`config.mk`:
```
export PLATFORM = sky130hd
export DESIGN_NAME = ntsq_wrap_div
export DESIGN_NICKNAME = d
export VERILOG_FILES = /design/src/rtl/ntsq_wrap_div.sv
export SDC_FILE = /design/constraint.sdc
export NUM_CORES = 1
export LEC_CHECK = 0
export CAP_MARGIN = 40
export CORE_MARGIN = 3
export CORE_UTILIZATION = 40
export CTS_CLUSTER_DIAMETER = 200
export DETAILED_ROUTE_END_ITERATION = 8
export DONT_BUFFER_PORTS = 1
export PLACE_DENSITY_LB_ADDON = 0.25
export SLEW_MARGIN = 20
export SYNTH_ARGS = -nofsm -noshare
export SYNTH_HDL_FRONTEND = slang
export SYNTH_SLANG_ARGS = --single-unit
export TNS_END_PERCENT = 30
```
`constraint.sdc`:
```
create_clock -name clock -period 3.01 [get_ports clock]
set_clock_uncertainty 0.1 [all_clocks]
set_input_delay 0.4515 -clock clock [delete_from_list [all_inputs] [get_ports clock]]
set_output_delay 0.4515 -clock clock [all_outputs]
set_load 0.005 [all_outputs]
```
`src/rtl/ntsq_wrap_div.sv`:
```
// bit-serial remainder unit for the wrap position after a length change
`default_nettype none

module ntsq_wrap_div #(
   parameter int NUM_W = 9,
   parameter int DEN_W = 9
) (
   input  wire logic             clock,
   input  wire logic             reset,
   input  wire logic             start,
   input  wire logic [NUM_W-1:0] num,
   input  wire logic [DEN_W-1:0] den,
   output logic                  busy,
   output logic                  done,
   output logic      [DEN_W-1:0] rem
);

   localparam int CNT_W = $clog2(NUM_W + 1);

   logic [NUM_W-1:0] num_ff, num_in;
   logic [DEN_W-1:0] den_ff, den_in;
   logic [DEN_W-1:0] rem_ff, rem_in;
   logic [CNT_W-1:0] cnt_ff, cnt_in;
   logic             busy_ff, busy_in;
   logic             done_ff, done_in;
   logic [DEN_W:0]   trial;

   always_comb begin
      trial   = {rem_ff, num_ff[NUM_W-1]};
      num_in  = num_ff;
      den_in  = den_ff;
      rem_in  = rem_ff;
      cnt_in  = cnt_ff;
      busy_in = busy_ff;
      done_in = 1'b0;
      if (start) begin
         num_in  = num;
         den_in  = den;
         rem_in  = '0;
         cnt_in  = CNT_W'(NUM_W);
         busy_in = 1'b1;
      end else if (busy_ff) begin
         num_in = {num_ff[NUM_W-2:0], 1'b0};
         if (trial >= {1'b0, den_ff}) begin
            rem_in = DEN_W'(trial - {1'b0, den_ff});
         end else begin
            rem_in = trial[DEN_W-1:0];
         end
         cnt_in = cnt_ff - CNT_W'(1);
         if (cnt_ff == CNT_W'(1)) begin
            busy_in = 1'b0;
            done_in = 1'b1;
         end
      end
   end

   always_ff @(posedge clock) begin
      if (reset) begin
         cnt_ff  <= '0;
         busy_ff <= 1'b0;
         done_ff <= 1'b0;
      end else begin
         cnt_ff  <= cnt_in;
         busy_ff <= busy_in;
         done_ff <= done_in;
      end
   end

   always_ff @(posedge clock) begin
      num_ff <= num_in;
      den_ff <= den_in;
      rem_ff <= rem_in;
   end

   assign busy = busy_ff;
   assign done = done_ff;
   assign rem  = rem_ff;

endmodule

`default_nettype wire

```
==> impl_metrics.csv <==
group,metric,value,unit
clocking,numCtsBuffers,5,
logic_synthesis,ys.flop_type,"edfxtp_1",
clocking,cts_tree,"yes",
worst_setup_path,r2r-end,"rem[0]",
routing,wirelength,3.29,mm
logic_synthesis,synth_fa_ha_area_share,8.70,%
clocking,cts.repair.resized,0,
sta,finalCritPeriodShare,87.5,%
global_route,grt_pass1_wl,5.41,mm
worst_setup_path,crit_top_cell,"inv_1",
logic_synthesis,synth_compound_area_share,13.9,%
cells_and_area,drive_gt1_share,14.6,%
cells_and_area,diodes,0,
sta,whs,0.126,ns
cells_and_area,fin_util,46.7,%
worst_setup_path,critPathSlowestCell,"nor3_4",
worst_setup_path,cpPeakStageDelay,0.48,ns
sta,timing.fmax,0.380,GHz
cells_and_area,area_growth_syn_to_layout,7.38,%
logic_synthesis,synthMuxAreaShare,9.73,%
worst_setup_path,crit_fanout,9,
global_route,grt_max_degree,31,
power,power_density,548,nW/um2
global_route,grt_overflow_total,0,
routing,postRouteAntennaNets,0,
run_status,status,"completed",
clocking,cts_hold_buf,0,
worst_setup_path,start_kind,"flip-flop",
clocking,clkSinkCount,33,
routing,via_per_inst,5.36,
global_route,grt_usage,13.5,%
die,core,4170,um2
routing,vias,1184,
sta,drv_slew,0,
die,die_w,73.3,um
power,p_leak,0.790,nW
logic_synthesis,syn_area,1810,um2
worst_setup_path,reg2reg_slack,0.38,ns
sta,timing_hold_violations_final,0,
logic_synthesis,netlist.area_leader.share,29.8,%
logic_synthesis,synth_cells,167,
clocking,clkTransAtPathRegs,0.07,ns
place,dp_slack,0.385,ns
worst_hold_path,whs_path_depth,1,
worst_setup_path,critPathTopFamily,"adder cells",
worst_setup_path,crit_type,"flip-flop to flip-flop",
sta,finalSetupTns,0,ns
logic_synthesis,synth_xor_area_share,3.38,%
logic_synthesis,synth-simple-area-share,13.3,%
clocking,post-cts-setup-buffers,0,
sta,rsz0062_at_grt,"no",
routing,drt_iter0_drc,65,
worst_setup_path,r2r_start,"num_ff[8]",
sta,period_minus_slack,2.63,ns
logic_synthesis,yosysSeqAreaShare,46.4,%
clocking,clk_path_buf_depth,2,
global_route,grt_pass1_vias,1180,
worst_setup_path,crit_buf_inv,2,
worst_setup_path,crit_chain,"inv_1 -> ha_1 -> inv_1 -> fa_1 -> a21oi_4 -> a211oi_4 -> nor3_4 -> mux2_4 -> a211oi_2",
sta,tightestPinTransition,0.530,ns
clocking,htreeDepth,2,
cells_and_area,fin_nets,203,
power,vdd_drop_max,0.379,mV
logic_synthesis,async_flop_share,0,%
die,die_area,5380,um2
logic_synthesis,syn-num-nets,200,
die,die_h,73.3,um
worst_setup_path,critPathCaptureType,"flip-flop",
routing,dr.pass1.iters,6,
clocking,clk_latency,0.28,ns
worst_setup_path,cp.arrival,2.74,ns
die,rows,23,
cells_and_area,layout.cells.non_filler,221,
logic_synthesis,ys_types,44,
worst_hold_path,hold_end,"cnt_ff[0]",
global_route,antenna_found_initial,0,
place,hpwl,2.48,mm
routing,wl_per_cell,14.9,um
die,ioPinCount,32,
sta,setup_viol,0,
worst_setup_path,required,3.11,ns
routing,drc,0,
place,dp_cells,213,
logic_synthesis,yosys_warnings,0,
sta,final.setup.worst_slack,0.376,ns
clocking,cts_root_buffer,"clkbuf_8",
logic_synthesis,synth-seq-cells,33,
logic_synthesis,syn_area_per_cell,10.9,um2
sta,slew-limit-headroom,64.5,%
logic_synthesis,synth_edf_count,18,
worst_hold_path,hp-class,"input pin to flip-flop",
worst_setup_path,reg2reg_depth,9,
logic_synthesis,synth_area_leaders,"edfxtp_1 (30%), dfxtp_1 (17%), ha_1 (7.6%), mux2_2 (5.0%), mux2i_1 (3.3%)",
logic_synthesis,synth_top_family_by_area,"compound AO/OA/AOI/OAI gates",
logic_synthesis,synth_top_area_cell,"edfxtp_1",
run,maxCapViolations,0,
die,initial_core_util,43.4,%
place,routabilityCongestion,0.890,
worst_hold_path,min_from,"reset",
place,portBuffers,0,
[Yosys cell counts (2+ instances only)]
cell / n
nand2_1: 10
nor3_1: 2
dfxtp_1: 15
nand3_1: 5
o31ai_1: 4
a2111oi_0: 2
ha_1: 11
nand2b_1: 2
nor2_1: 16
clkbuf_1: 4
xor2_1: 5
or3_1: 2
o21ai_1: 2
edfxtp_1: 18
mux2i_1: 6
nor4_1: 3
inv_1: 16
mux2_2: 8
nor4b_1: 2
a211oi_1: 5
a21oi_1: 5
xnor2_1: 2
[where the power goes]
group	switching (mW)	internal, mW	total (mW)
clock network	0.163	0.159	0.322
registers	0.0211	0.515	0.536
logic	0.116	0.0934	0.209
[worst max path at each step]
| stage | from | end | cells after the start |
|---|---|---|---|
| finish | num_ff[8] | rem[0] | 9 |
| CTS | num_ff[8] | rem[0] | 9 |
| floorplan | num_ff[8] | rem[0] | 9 |
| global route | num_ff[8] | rem[0] | 9 |
| global placement | num_ff[8] | rem[0] | 9 |
| detailed placement | num_ff[8] | rem[0] | 9 |
[routing by layer]
metal	up-vias	global-route usage, %	routed length [um]
met3	4	7.25	224
met2	26	20.4	1490
met5	-	0	0
met4	0	5.63	44
li1	608	-	-
met1	546	16.0	1530
[cell type report]
| cell class | instances | area (um2) |
|---|---|---|
| clock inverters | 3 | 17.5 |
| repair buffers | 1 | 7.51 |
| fillers | 380 | 2230 |
| flip-flops and latches | 33 | 841 |
| multi-input cells | 113 | 890 |
| well taps | 50 | 62.6 |
| inverters | 16 | 60.1 |
| clock buffers | 5 | 68.8 |
[per-stage QoR]
stage	power, mW	instance area (um2)
after floorplan	0.721	1810
after global placement	0.750	1860
after detailed placement	0.755	1860
after CTS	1.08	1950
after global routing	1.13	1950
final	1.07	1950
[kinds of logic after synthesis]
group	count (synthesis)
xor+xnor	7
fa+ha+maj	12
compound gates	31
flops	33
simple gates	47
buf+inv	21
mux	16
[cell usage in the layout (no fill, tap or decap), types with 4 or more instances in the layout]
master / instances
inv_1: 16
mux2i_1: 6
nand3_1: 5
a211oi_1: 5
ha_1: 11
clkbuf_8: 5
nor2_1: 16
dfxtp_1: 15
a21oi_1: 5
edfxtp_1: 18
o31ai_1: 4
nand2_1: 10
xor2_1: 5
mux2_2: 8
[sequential cells by signal, summed over array words and instances, names as in the netlist]
register  cells
den_ff        9
num_ff        9
rem           9
cnt_ff        4
busy          1
done          1
Power figures use the tool's default switching activity.
