**src/rtl/ntsq_pkg.sv**
```systemverilog
// shared types, constants and sine table builder for the note sequencer tone generator
`default_nettype none

package ntsq_pkg;

   typedef logic [1:0] opcode_type;

   localparam opcode_type OP_TICK  = 2'd0;
   localparam opcode_type OP_WRITE = 2'd1;
   localparam opcode_type OP_STOP  = 2'd2;
   localparam opcode_type OP_PAUSE = 2'd3;

   localparam int INDEX_BITS    = 8;
   localparam int DURATION_BITS = 24;
   localparam int STEP_BITS     = 32;
   localparam int LENGTH_BITS   = 9;
   localparam int SAMPLE_BITS   = 16;
   localparam int REQ_DATA_BITS = 72;
   localparam int RSP_DATA_BITS = 32;

   localparam int RSP_FIFO_DEPTH = 4;

   localparam int SINE_ROM_DEPTH = 1024;
   localparam int SINE_ADDR_BITS = 10;

   localparam logic [SAMPLE_BITS-1:0] SQUARE_HIGH = 16'h7fff;
   localparam logic [SAMPLE_BITS-1:0] SQUARE_LOW  = 16'h8000;

   localparam logic [63:0] HALF_PI_Q30 = 64'd1686629713;
   localparam logic [63:0] TAYLOR_DIV [7] = '{64'd6, 64'd20, 64'd42, 64'd72, 64'd110,
                                              64'd156, 64'd210};

   typedef logic [SAMPLE_BITS-1:0] sine_rom_type [SINE_ROM_DEPTH];

   // quarter-wave table, odd taylor terms through x^15 in q30
   function automatic sine_rom_type build_sine_rom();
      sine_rom_type rom;
      logic [63:0]  x;
      logic [63:0]  term;
      logic [63:0]  sum;
      logic [63:0]  val;
      for (int k = 0; k < SINE_ROM_DEPTH; k++) begin
         x    = (HALF_PI_Q30 * (64'(2 * k) + 64'd1)) / 64'(2 * SINE_ROM_DEPTH);
         term = x;
         sum  = x;
         for (int n = 1; n <= 7; n++) begin
            term = (term * x) >> 30;
            term = (term * x) >> 30;
            term = term / TAYLOR_DIV[n - 1];
            if (n[0]) begin
               sum = (sum >= term) ? sum - term : 64'd0;
            end else begin
               sum = sum + term;
            end
         end
         val = (sum * 64'd32767 + 64'd536870912) >> 30;
         if (val > 64'd32767) begin
            val = 64'd32767;
         end
         rom[k] = val[SAMPLE_BITS-1:0];
      end
      return rom;
   endfunction

endpackage

`default_nettype wire

```
**src/rtl/ntsq_out_fifo.sv**
```systemverilog
// small result fifo between the sample pipeline and the result channel
`default_nettype none

module ntsq_out_fifo import ntsq_pkg::*; (
   input  wire logic                   clock,
   input  wire logic                   reset,
   input  wire logic                   push,
   input  wire logic [SAMPLE_BITS-1:0] push_data,
   input  wire logic                   pop,
   output logic                        valid,
   output logic      [SAMPLE_BITS-1:0] data
);

   localparam int PTR_W = $clog2(RSP_FIFO_DEPTH);

   logic [SAMPLE_BITS-1:0] slot_ff [RSP_FIFO_DEPTH];
   logic [PTR_W-1:0]       wr_ptr_ff, wr_ptr_in;
   logic [PTR_W-1:0]       rd_ptr_ff, rd_ptr_in;
   logic [PTR_W:0]         fill_ff, fill_in;
   logic                   pop_ok;

   assign valid  = (fill_ff != '0);
   assign data   = slot_ff[rd_ptr_ff];
   assign pop_ok = pop && valid;

   always_comb begin
      wr_ptr_in = push ? wr_ptr_ff + PTR_W'(1) : wr_ptr_ff;
      rd_ptr_in = pop_ok ? rd_ptr_ff + PTR_W'(1) : rd_ptr_ff;
      fill_in   = fill_ff + (PTR_W + 1)'(push) - (PTR_W + 1)'(pop_ok);
   end

   always_ff @(posedge clock) begin
      if (reset) begin
         wr_ptr_ff <= '0;
         rd_ptr_ff <= '0;
         fill_ff   <= '0;
      end else begin
         wr_ptr_ff <= wr_ptr_in;
         rd_ptr_ff <= rd_ptr_in;
         fill_ff   <= fill_in;
      end
   end

   always_ff @(posedge clock) begin
      if (push) begin
         slot_ff[wr_ptr_ff] <= push_data;
      end
   end

endmodule

`default_nettype wire

```
**config.mk**
```make
export PLATFORM = sky130hd
export DESIGN_NAME = ntsq_out_fifo
export DESIGN_NICKNAME = d
export VERILOG_FILES = /design/src/rtl/ntsq_pkg.sv /design/src/rtl/ntsq_out_fifo.sv
export SDC_FILE = /design/constraint.sdc
export NUM_CORES = 1
export LEC_CHECK = 0
export ABC_AREA = 1
export BUFFER_PORTS_ARGS = -buffer_cell sky130_fd_sc_hd__buf_4
export CORE_MARGIN = 10
export CORE_UTILIZATION = 25
export CTS_CLUSTER_SIZE = 14
export DETAILED_ROUTE_END_ITERATION = 16
export GPL_TIMING_DRIVEN = 1
export PLACE_DENSITY = 0.37
export REMOVE_ABC_BUFFERS = 1
export SYNTH_ARGS = -nofsm -noshare
export SYNTH_HDL_FRONTEND = slang
export SYNTH_SLANG_ARGS = --single-unit
```
**constraint.sdc**
```tcl
create_clock -name clock -period 2.15 [get_ports clock]
set_clock_uncertainty 0.2 [all_clocks]
set_input_delay 0.1075 -clock clock [delete_from_list [all_inputs] [get_ports clock]]
set_output_delay 0.1075 -clock clock [all_outputs]
set_load 0.02 [all_outputs]
```
==> key figures, run 1 <==
Run status
  – Run status: complete, no violations

Critical path
  – CP startpoint: pop
  – Top Family by Delay on Critical Path: buffers and inverters
  – CP Buf/Inv Count: 5
  – CP peak stage delay: 0.54 ns
  – CP Max Fanout: 3
  – Critical Path Sink Type: register
  – WP data arrival: 2.08 ns
  – CP Cell Sequence: dlygate4sd3_1 -> buf_4 -> a21boi_0 -> ha_1 -> inv_1 -> ha_1 -> inv_1 -> nor2_1 -> dlygate4sd3_1
  – Origin of the critical flop-to-flop path: fill_ff[1]$_SDFF_PP0_
  – Slowest cell on the critical path: dlygate4sd3_1
  – Startpoint types: input port
  – WP data required: 2.16 ns
  – Crit Path Category: input port to register

Placed design
  – DP HPWL: 3.81 mm
  – Port bufs: 36
  – Gpl congestion: 0.654
  – Dpl cells: 390

STA
  – Final setup TNS: 0 ns
  – Endpoints failing setup: 0
  – Final period utilization: 96.4%
  – Max transition margin: 70.0%
  – Hold Slack: 0.302 ns
  – Fin crit period: 2.07 ns
  – Fmax: 0.483 GHz
  – Final hold vios: 0
  – Least-Margin Pin Slew: 0.449 ns
  – RSZ-0062 raised after global routing: false
  – Fin. max-slew vios: 0

Pwr
  – Clock share of power: 32.6%
  – Psw: 1.27 mW
  – Power share of the sequential group: 41.2%
  – Comb power frac: 26.2%
  – Internal Power: 2.83 mW
  – Pwr/cell area: 1100 nW/µm²
  – Sw Ratio: 30.9%
  – Static leakage: 1.41 nW
  – Peak supply drop: 404 µV

Drt
  – DRT iter0 DRCs: 52
  – Vias per inst: 4.16
  – WL final: 6.24 mm
  – DR DRC count: 0
  – DR vias: 1771
  – Routed length per instance: 14.7 µm
  – Drt first pass iters: 4
  – Remaining antenna violation count: 0

Clocking
  – Sinks on the clock net: 73
  – Clock Tree Root: clkbuf_16
  – H-tree depth: 3
  – CTS clock-pin slew for the worst setup and hold paths: 0.06 ns
  – CTS tree: yes
  – Worst-Skew Late Latency: 0.32 ns
  – Total CTS buffers: 9
  – CTS max path bufs: 2

Synth
  – Synth unique cells: 16
  – Netlist Area Pre-Place: 2810 µm²
  – Syn_area_per_cell: 13.1 µm²
  – Synth Register Bits: 73
  – Post-synthesis sequential area ratio: 74.7%
  – Post-Syn Instances: 215
  – Ys Warns: 0

Global routing
  – First-pass GRT wire length: 9.85 mm
  – GRT overflow: 0
  – Initial antenna violation count: 0
  – GRT Total Usage: 8.00%
  – Largest net degree at the start of global routing: 33
  – Vias in the first global route: 1896

Die
  – Total die area: 15900 µm²
  – Die X: 126 µm
  – Core Region: 10900 µm²
  – Row Count: 38
  – IO Pins: 37
  – Initial Util: 25.7%
  – Chip Height: 126 µm

Final layout
  – Ant diodes: 0
  – Final core occ: 34.2%
  – Layout Cells excl Fill: 426
  – Share of cells above drive strength 1: 22.0%
  – P&R area growth vs syn: 33.0%
  – # nets final: 308

Hold path
  – HP Start: rd_ptr_ff[0]$_SDFFE_PP0P_
  – Hold crit path type: register to register

Run
  – Max_cap viols: 0
[Yosys cell counts (all sizes together)]
cell type  count  share of area (%)
buf            8                1.6
edfxtp        64                 68
o21ai         34                6.0
nand2         12                1.6
inv           18                2.4
a21oi          5               0.89
nand3          2               0.36
nor2          39                5.2
o22ai         16                3.6
a21boi         1               0.27
fa             1               0.71
dfxtp          9                6.4
ha             6                2.7
[area by class of cell]
type                    instances  area, µm²
flip-flops and latches         73       2100
clock buffers                   9        225
well taps                     140        175
fillers                      1095       7190
inverters                      18       67.6
multi-input cells             116        602
clock inverters                 7       47.5
repair buffers                 63        523
[cells in the final DEF (no fill, tap or decap)]
master	instances
clkinv_2	3
nor2_1	38
edfxtp_1	64
o22ai_1	16
clkbuf_16	9
nand3_1	2
o21ai_1	28
o21ai_0	6
dfxtp_1	9
a21oi_1	5
nor2_2	1
clkinv_4	2
ha_1	6
inv_1	15
nand2_1	12
inv_2	3
a21boi_0	1
fa_1	1
buf_4	43
dlygate4sd3_1	20
clkinvlp_4	2
[final timing paths]
path                                                  end  slack (ns)  depth (start not counted)
worst min-delay path            rd_ptr_ff[0]$_SDFFE_PP0P_        0.30                          2
worst max-delay path                fill_ff[0]$_SDFF_PP0_        0.08                          9
worst min register to register  rd_ptr_ff[0]$_SDFFE_PP0P_        0.30                          2
worst max register to register      fill_ff[0]$_SDFF_PP0_        0.10                          8
[layer usage]
metal	GRT usage, %	share of wire [%]	routed length, µm
met5	0	0	0
met2	13.2	48	2990
met3	3.31	5.6	349
met4	3.42	1.3	80
met1	8.92	45	2820
[through the flow]
stage | cell area [µm²] | power, mW | setup slack [ns]
floorplan | 2770 | 2.32 | 0.305
global placement | 3270 | 2.78 | 0.235
detailed placement | 3270 | 2.78 | 0.222
CTS | 3740 | 4.17 | 0.0868
global route | 3740 | 4.36 | 0.00281
finish | 3740 | 4.10 | 0.0777
[power groups by stage]
stage	Clock (mW)	Combinational (mW)	Sequential (mW)
after global routing	1.45	1.21	1.70
after detailed placement	0	1.07	1.72
after global placement	0	1.07	1.72
final	1.34	1.07	1.69
after CTS	1.38	1.11	1.69
after floorplan	0	0.578	1.74
[worst register-to-register path, delay by kind of cell, from the launching register on]
kind / cells / cell delay (ns)
buffers and inverters: 3 / 0.63
adders and majority gates: 2 / 0.53
and+or+nand+nor: 2 / 0.15
DFF: 1 / 0.33
AOI/OAI and AO/OA: 1 / 0.09
[registers in the layout, summed over array words and instances, names as in the netlist, named ones only]
signal	flops
wr_ptr_ff	2
fill_ff	3
slot_ff	64
rd_ptr_ff	2
[cells by family after synthesis]
logic type | share of synthesized area, %
AOI/OAI and AO/OA | 10.8
adders and majority gates | 3.38
buffers and inverters | 4.00
DFF | 74.7
and+or+nand+nor | 7.16
[what timing repair did]
action / CTS / global route
hold buffers: 20 / 0
gates resized for setup: 0 / 1
setup buffers: 0 / 0
endpoints found under the setup margin: 0 / 1
endpoints found under the hold margin: 73 / 0
Note: power is estimated with default switching activity, not from simulation.
==> run 2, diff against run 1 <==
--- a/config.mk
+++ b/config.mk
@@ -8,11 +8,12 @@
 export ABC_AREA = 1
 export BUFFER_PORTS_ARGS = -buffer_cell sky130_fd_sc_hd__buf_4
 export CORE_MARGIN = 10
-export CORE_UTILIZATION = 25
+export CORE_UTILIZATION = 40
 export CTS_CLUSTER_SIZE = 14
 export DETAILED_ROUTE_END_ITERATION = 16
 export GPL_TIMING_DRIVEN = 1
-export PLACE_DENSITY = 0.37
+export MAX_ROUTING_LAYER = met4
+export PLACE_DENSITY = 0.55
 export REMOVE_ABC_BUFFERS = 1
 export SYNTH_ARGS = -nofsm -noshare
 export SYNTH_HDL_FRONTEND = slang
==> run 2 against run 1 <==
Against the previous run:
- sequential power about the same
- global-route usage up 3.2 points
- worst setup slack improved by 0.13 ns
- cell count fell by 11%
- non-clock buffer count did not move
- combinational power is essentially flat
- via count grew 2.2%
- die area shrank 32%
- critical path depth is 5 lower
==> key figures, run 2 (same netlist as run 1, synthesis figures left out) <==
STA
  – Max transition margin: 61.6%
  – Fin. max-slew vios: 0
  – Final hold vios: 0
  – Endpoints failing setup: 0
  – Final setup TNS: 0 ns
  – Least-Margin Pin Slew: 0.574 ns
  – Fin crit period: 1.94 ns
  – Final period utilization: 90.4%
  – Fmax: 0.515 GHz
  – RSZ-0062 raised after global routing: false

Hold path
  – HP Start: rd_ptr_ff[0]$_SDFFE_PP0P_
  – Worst Hold Depth: 2
  – Hold crit path type: register to register

Clocking
  – Sinks on the clock net: 73
  – CTS tree: yes
  – CTS max path bufs: 2
  – Clock Tree Root: clkbuf_8
  – Total CTS buffers: 9
  – CTS clock-pin slew for the worst setup and hold paths: 0.07 ns
  – H-tree depth: 3
  – Worst-Skew Late Latency: 0.34 ns

Final layout
  – # nets final: 308
  – Share of cells above drive strength 1: 21.1%
  – Regs by FF count: slot_ff: 64 flops, fill_ff: 3 flops
  – Largest Register: slot_ff
  – Max reg flops: 64
  – Filler cell count in the final layout: 625
  – Fin area: 3600 µm²
  – Ant diodes: 0
  – Commonest non-fill, non-tap cell in the layout: edfxtp_1
  – Most frequent cells in the layout: edfxtp_1, buf_4, nor2_1
  – Final core occ: 52.7%
  – Layout Cells excl Fill: 381
  – P&R area growth vs syn: 28.0%

Pwr
  – Internal Power: 2.58 mW
  – Comb power frac: 28.2%
  – Sw Ratio: 30.9%
  – Pwr Total: 3.73 mW
  – Power share of the sequential group: 45.2%
  – Pwr/cell area: 1040 nW/µm²
  – Clock share of power: 26.5%
  – Peak supply drop: 334 µV
  – Static leakage: 1.37 nW
  – Psw: 1.15 mW

Drt
  – Routed length per instance: 14.8 µm
  – WL final: 5.65 mm
  – Vias per inst: 4.75
  – Drt first pass iters: 4
  – DR vias: 1810
  – DR DRC count: 0
  – Remaining antenna violation count: 0
  – DRT iter0 DRCs: 71

Die
  – Initial Util: 41.2%
  – IO Pins: 37
  – Total die area: 10800 µm²
  – Die X: 104 µm
  – Row Count: 30
  – Chip Height: 104 µm
  – Core Region: 6830 µm²

Placed design
  – Dpl cells: 346
  – Gpl congestion: 0.713
  – DP Area: 3220 µm²
  – Port bufs: 36
  – DP HPWL: 3.50 mm

Critical path
  – FF-to-FF path depth: 8
  – WP data required: 1.84 ns
  – RR Endpoint: fill_ff[2]$_SDFF_PP0_
  – R2R Setup Slk: 0.27 ns
  – CP Max Fanout: 32
  – WP data arrival: 1.64 ns
  – Startpoint types: register
  – Origin of the critical flop-to-flop path: fill_ff[2]$_SDFF_PP0_
  – Critical Path Sink Type: output port
  – Crit Path Category: register to output port

Global routing
  – GRT Total Usage: 11.2%
  – GRT overflow: 0
  – First-pass GRT wire length: 9.36 mm
  – Vias in the first global route: 1871
  – Largest net degree at the start of global routing: 33
  – Initial antenna violation count: 0

Run status
  – Run status: complete, no violations

Run
  – Max_cap viols: 0
## run 2: changes by cell type in the layout (fill, tap and decap cells not counted), sizes merged
cell and delta:
bufinv +1, clkbuf +2, clkinvlp -1, buf +1, dlygate4sd3 -1, clkinv -3
## run 2: power groups by stage
stage | clock, mW | sequential, mW | combinational [mW]
2_1_floorplan | 0 | 1.74 | 0.578
3_3_place_gp | 0 | 1.71 | 1.02
3_5_place_dp | 0 | 1.71 | 1.03
4_1_cts | 1.01 | 1.68 | 1.07
5_1_grt | 1.06 | 1.70 | 1.18
6_report | 0.990 | 1.69 | 1.05
## run 2: worst max-delay path by stage
stage / from / endpoint / slack (ns)
floorplan: register / data[0] / 0.30
CTS: fill_ff[1]$_SDFF_PP0_ / fill_ff[0]$_SDFF_PP0_ / 0.09
finish: register / data[5] / 0.21
global placement: fill_ff[1]$_SDFF_PP0_ / fill_ff[2]$_SDFF_PP0_ / 0.27
detailed placement: fill_ff[1]$_SDFF_PP0_ / fill_ff[2]$_SDFF_PP0_ / 0.25
global route: register / data[0] / 0.11
## run 2: final cells by class
class	count	area, µm²	area share [%]
flip-flops and latches	73	2100	58.4
multi-input cells	116	602	16.7
repair buffers	63	533	14.8
clock buffers	11	131	3.65
well taps	96	120	3.33
inverters	18	67.6	1.88
clock inverters	4	45.0	1.25
## run 2: critical path, cell delays in order, from the launching register on
cell and delay (ns):
dfxtp_1 0.32, inv_2 0.43, nor2_1 0.09, o22ai_1 0.26, buf_4 0.19
## run 2: repair_timing
action,4_1_cts,5_1_grt
gates resized for setup,0,2
endpoints found under the setup margin,0,1
hold buffers,20,0
setup buffers,0,1
hold endpoints to repair,73,0
## run 2: stage by stage
step	hold slack (ns)	setup slack [ns]
after floorplan	-0.0213	0.305
after global placement	0.0931	0.270
after detailed placement	0.0892	0.249
after CTS	0.271	0.0914
after global routing	0.297	0.105
final	0.276	0.207
## run 2: metal layers
layer,up-vias,wire length [µm],global-route usage (%),share of wire (%)
li1,897,-,-,-
met1,862,2540,12.9,45
met2,46,2800,17.9,50
met3,5,265,3.84,4.7
met4,0,46,3.98,0.81
met5,-,0,-,0
==> run 3, diff against run 2 <==
--- a/config.mk
+++ b/config.mk
@@ -8,12 +8,12 @@
 export ABC_AREA = 1
 export BUFFER_PORTS_ARGS = -buffer_cell sky130_fd_sc_hd__buf_4
 export CORE_MARGIN = 10
-export CORE_UTILIZATION = 40
+export CORE_UTILIZATION = 30
 export CTS_CLUSTER_SIZE = 14
 export DETAILED_ROUTE_END_ITERATION = 16
 export GPL_TIMING_DRIVEN = 1
 export MAX_ROUTING_LAYER = met4
-export PLACE_DENSITY = 0.55
+export PLACE_DENSITY = 0.43
 export REMOVE_ABC_BUFFERS = 1
 export SYNTH_ARGS = -nofsm -noshare
 export SYNTH_HDL_FRONTEND = slang
==> run 3 against run 2 <==
Against the previous run:
- register-to-register slack worse by 0.15 ns
- maximum frequency is 5.9% lower
- routed wire length is 2.2% higher
- core utilization is 13 points lower
- first-iteration DRC count is 5.6% higher
- worst setup slack worse by 0.12 ns
- combinational power hardly changed
==> key figures, run 3 (same netlist as run 1, synthesis figures left out) <==
Clocking
  – H-tree depth: 3
  – Clock Tree Root: clkbuf_8
  – CTS max path bufs: 2
  – Worst-Skew Late Latency: 0.34 ns
  – Setup bufs post-CTS: 0
  – CTS clock-pin slew for the worst setup and hold paths: 0.07 ns
  – CTS tree: yes
  – Total CTS buffers: 9
  – Sinks on the clock net: 73

STA
  – Least-Margin Pin Slew: 0.424 ns
  – Fmax: 0.484 GHz
  – Hold Slack: 0.273 ns
  – Final hold vios: 0
  – Final period utilization: 96.0%
  – Max transition margin: 71.7%
  – Final setup TNS: 0 ns
  – Fin crit period: 2.06 ns
  – Endpoints failing setup: 0
  – Final critical-path setup slack: 0.0851 ns
  – RSZ-0062 raised after global routing: false
  – Fin. max-slew vios: 0

Die
  – Chip Height: 117 µm
  – Total die area: 13700 µm²
  – Die X: 117 µm
  – IO Pins: 37
  – Row Count: 35
  – Initial Util: 30.6%
  – Core Region: 9200 µm²

Final layout
  – FF/Latch Area: 2100 µm²
  – Final core occ: 39.7%
  – Share of cells above drive strength 1: 22.3%
  – Fin area: 3650 µm²
  – # nets final: 309
  – Layout Cells excl Fill: 398
  – Filler cell count in the final layout: 919
  – P&R area growth vs syn: 29.6%
  – Commonest non-fill, non-tap cell in the layout: edfxtp_1
  – Max reg flops: 64
  – Multi-input gate area: 607 µm²
  – Regs by FF count: slot_ff: 64 flops, fill_ff: 3 flops
  – Largest Register: slot_ff
  – Most frequent cells in the layout: edfxtp_1, buf_4, nor2_1
  – Ant diodes: 0

Drt
  – WL final: 5.77 mm
  – Vias per inst: 4.41
  – DR DRC count: 0
  – Remaining antenna violation count: 0
  – DRT iter0 DRCs: 75
  – Drt first pass iters: 4
  – DR vias: 1755
  – Routed length per instance: 14.5 µm

Placed design
  – DP Area: 3240 µm²
  – Port bufs: 36
  – Post-place setup slack: 0.247 ns
  – Dpl cells: 362
  – Gpl congestion: 0.669
  – DP HPWL: 3.58 mm

Global routing
  – First-pass GRT wire length: 9.29 mm
  – Grt met3 use: 3.82%
  – Largest net degree at the start of global routing: 33
  – GRT Total Usage: 9.37%
  – GR Util met1: 10.6%
  – GRT Max-Usage Layer: met2
  – GRT overflow: 0
  – Initial antenna violation count: 0
  – Global routing usage on met2: 14.9%
  – Vias in the first global route: 1809

Pwr
  – Pwr Total: 3.82 mW
  – Pwr/cell area: 1050 nW/µm²
  – Peak supply drop: 493 µV
  – Static leakage: 1.39 nW

Hold path
  – Worst Hold Depth: 3
  – Hold path endpoint: fill_ff[1]$_SDFF_PP0_
  – HP Start: reset
  – Hold crit path type: input port to register

Critical path
  – WP data arrival: 2.10 ns
  – CP Cell Sequence: dlygate4sd3_1 -> buf_4 -> a21boi_0 -> ha_1 -> inv_1 -> ha_1 -> inv_1 -> nor2_1 -> dlygate4sd3_1
  – Slowest cell on the critical path: dlygate4sd3_1
  – CP peak stage delay: 0.54 ns
  – Critical Path Sink Type: register
  – RR Endpoint: fill_ff[0]$_SDFF_PP0_
  – Origin of the critical flop-to-flop path: fill_ff[2]$_SDFF_PP0_
  – CP Buf/Inv Count: 5
  – CP Max Fanout: 3
  – Top Family by Delay on Critical Path: buffers and inverters
  – WP data required: 2.18 ns
  – Startpoint types: input port
  – R2R Setup Slk: 0.12 ns
  – Crit Path Category: input port to register
  – FF-to-FF path depth: 8

Run
  – Max_cap viols: 0

Run status
  – Run status: complete, no violations
==> run 3: cell count changes in the layout (fill, tap and decap cells not counted), sizes merged <==
cell	previous run	this run
clkbuf	11	13
clkinvlp	1	0
dlygate4sd3	19	20
==> run 3: repair_timing <==
action | CTS | global route
resized for setup | 0 | 4
endpoints found under the hold margin | 73 | 0
setup endpoints to repair | 0 | 1
hold buffers | 20 | 0
==> run 3: area by class of cell <==
cell class | instances | share of cell area, %
clock buffers | 13 | 4.36
flip-flops and latches | 73 | 57.7
inverters | 18 | 1.85
clock inverters | 3 | 1.10
repair buffers | 64 | 14.5
multi-input cells | 116 | 16.6
well taps | 111 | 3.81
==> run 3: layer usage <==
layer	vias to the layer above	part of all wire [%]
li1	900	-
met1	814	44
met2	34	50
met3	7	5.7
met4	0	0.80
met5	-	0
==> run 3: worst reg2reg max path, delay by kind of cell (launching register included) <==
kind                     cells  cell delay (ns)
AO/OA/AOI/OAI                1             0.09
flip-flops                   1             0.34
buffers and inverters        3             0.62
AND/OR/NAND/NOR              2             0.13
adder cells (fa/ha/maj)      2             0.54
==> run 3: how the worst max path moves through the flow <==
stage / start / endpoint / slack [ns] / cells after the start
floorplan: register / data[0] / 0.30 / 3
finish: pop / fill_ff[0]$_SDFF_PP0_ / 0.09 / 9
CTS: fill_ff[1]$_SDFF_PP0_ / fill_ff[0]$_SDFF_PP0_ / 0.08 / 8
detailed placement: fill_ff[1]$_SDFF_PP0_ / fill_ff[2]$_SDFF_PP0_ / 0.25 / 8
global placement: fill_ff[1]$_SDFF_PP0_ / fill_ff[2]$_SDFF_PP0_ / 0.26 / 8
global route: pop / fill_ff[0]$_SDFF_PP0_ / 0.009 / 9
==> run 3: power breakdown <==
| group | switching (mW) | leakage (nW) | total (mW) | internal, mW |
|---|---|---|---|---|
| Clock | 0.453 | 0.103 | 1.05 | 0.596 |
| Combinational | 0.653 | 0.624 | 1.08 | 0.429 |
| Sequential | 0.0493 | 0.663 | 1.69 | 1.64 |
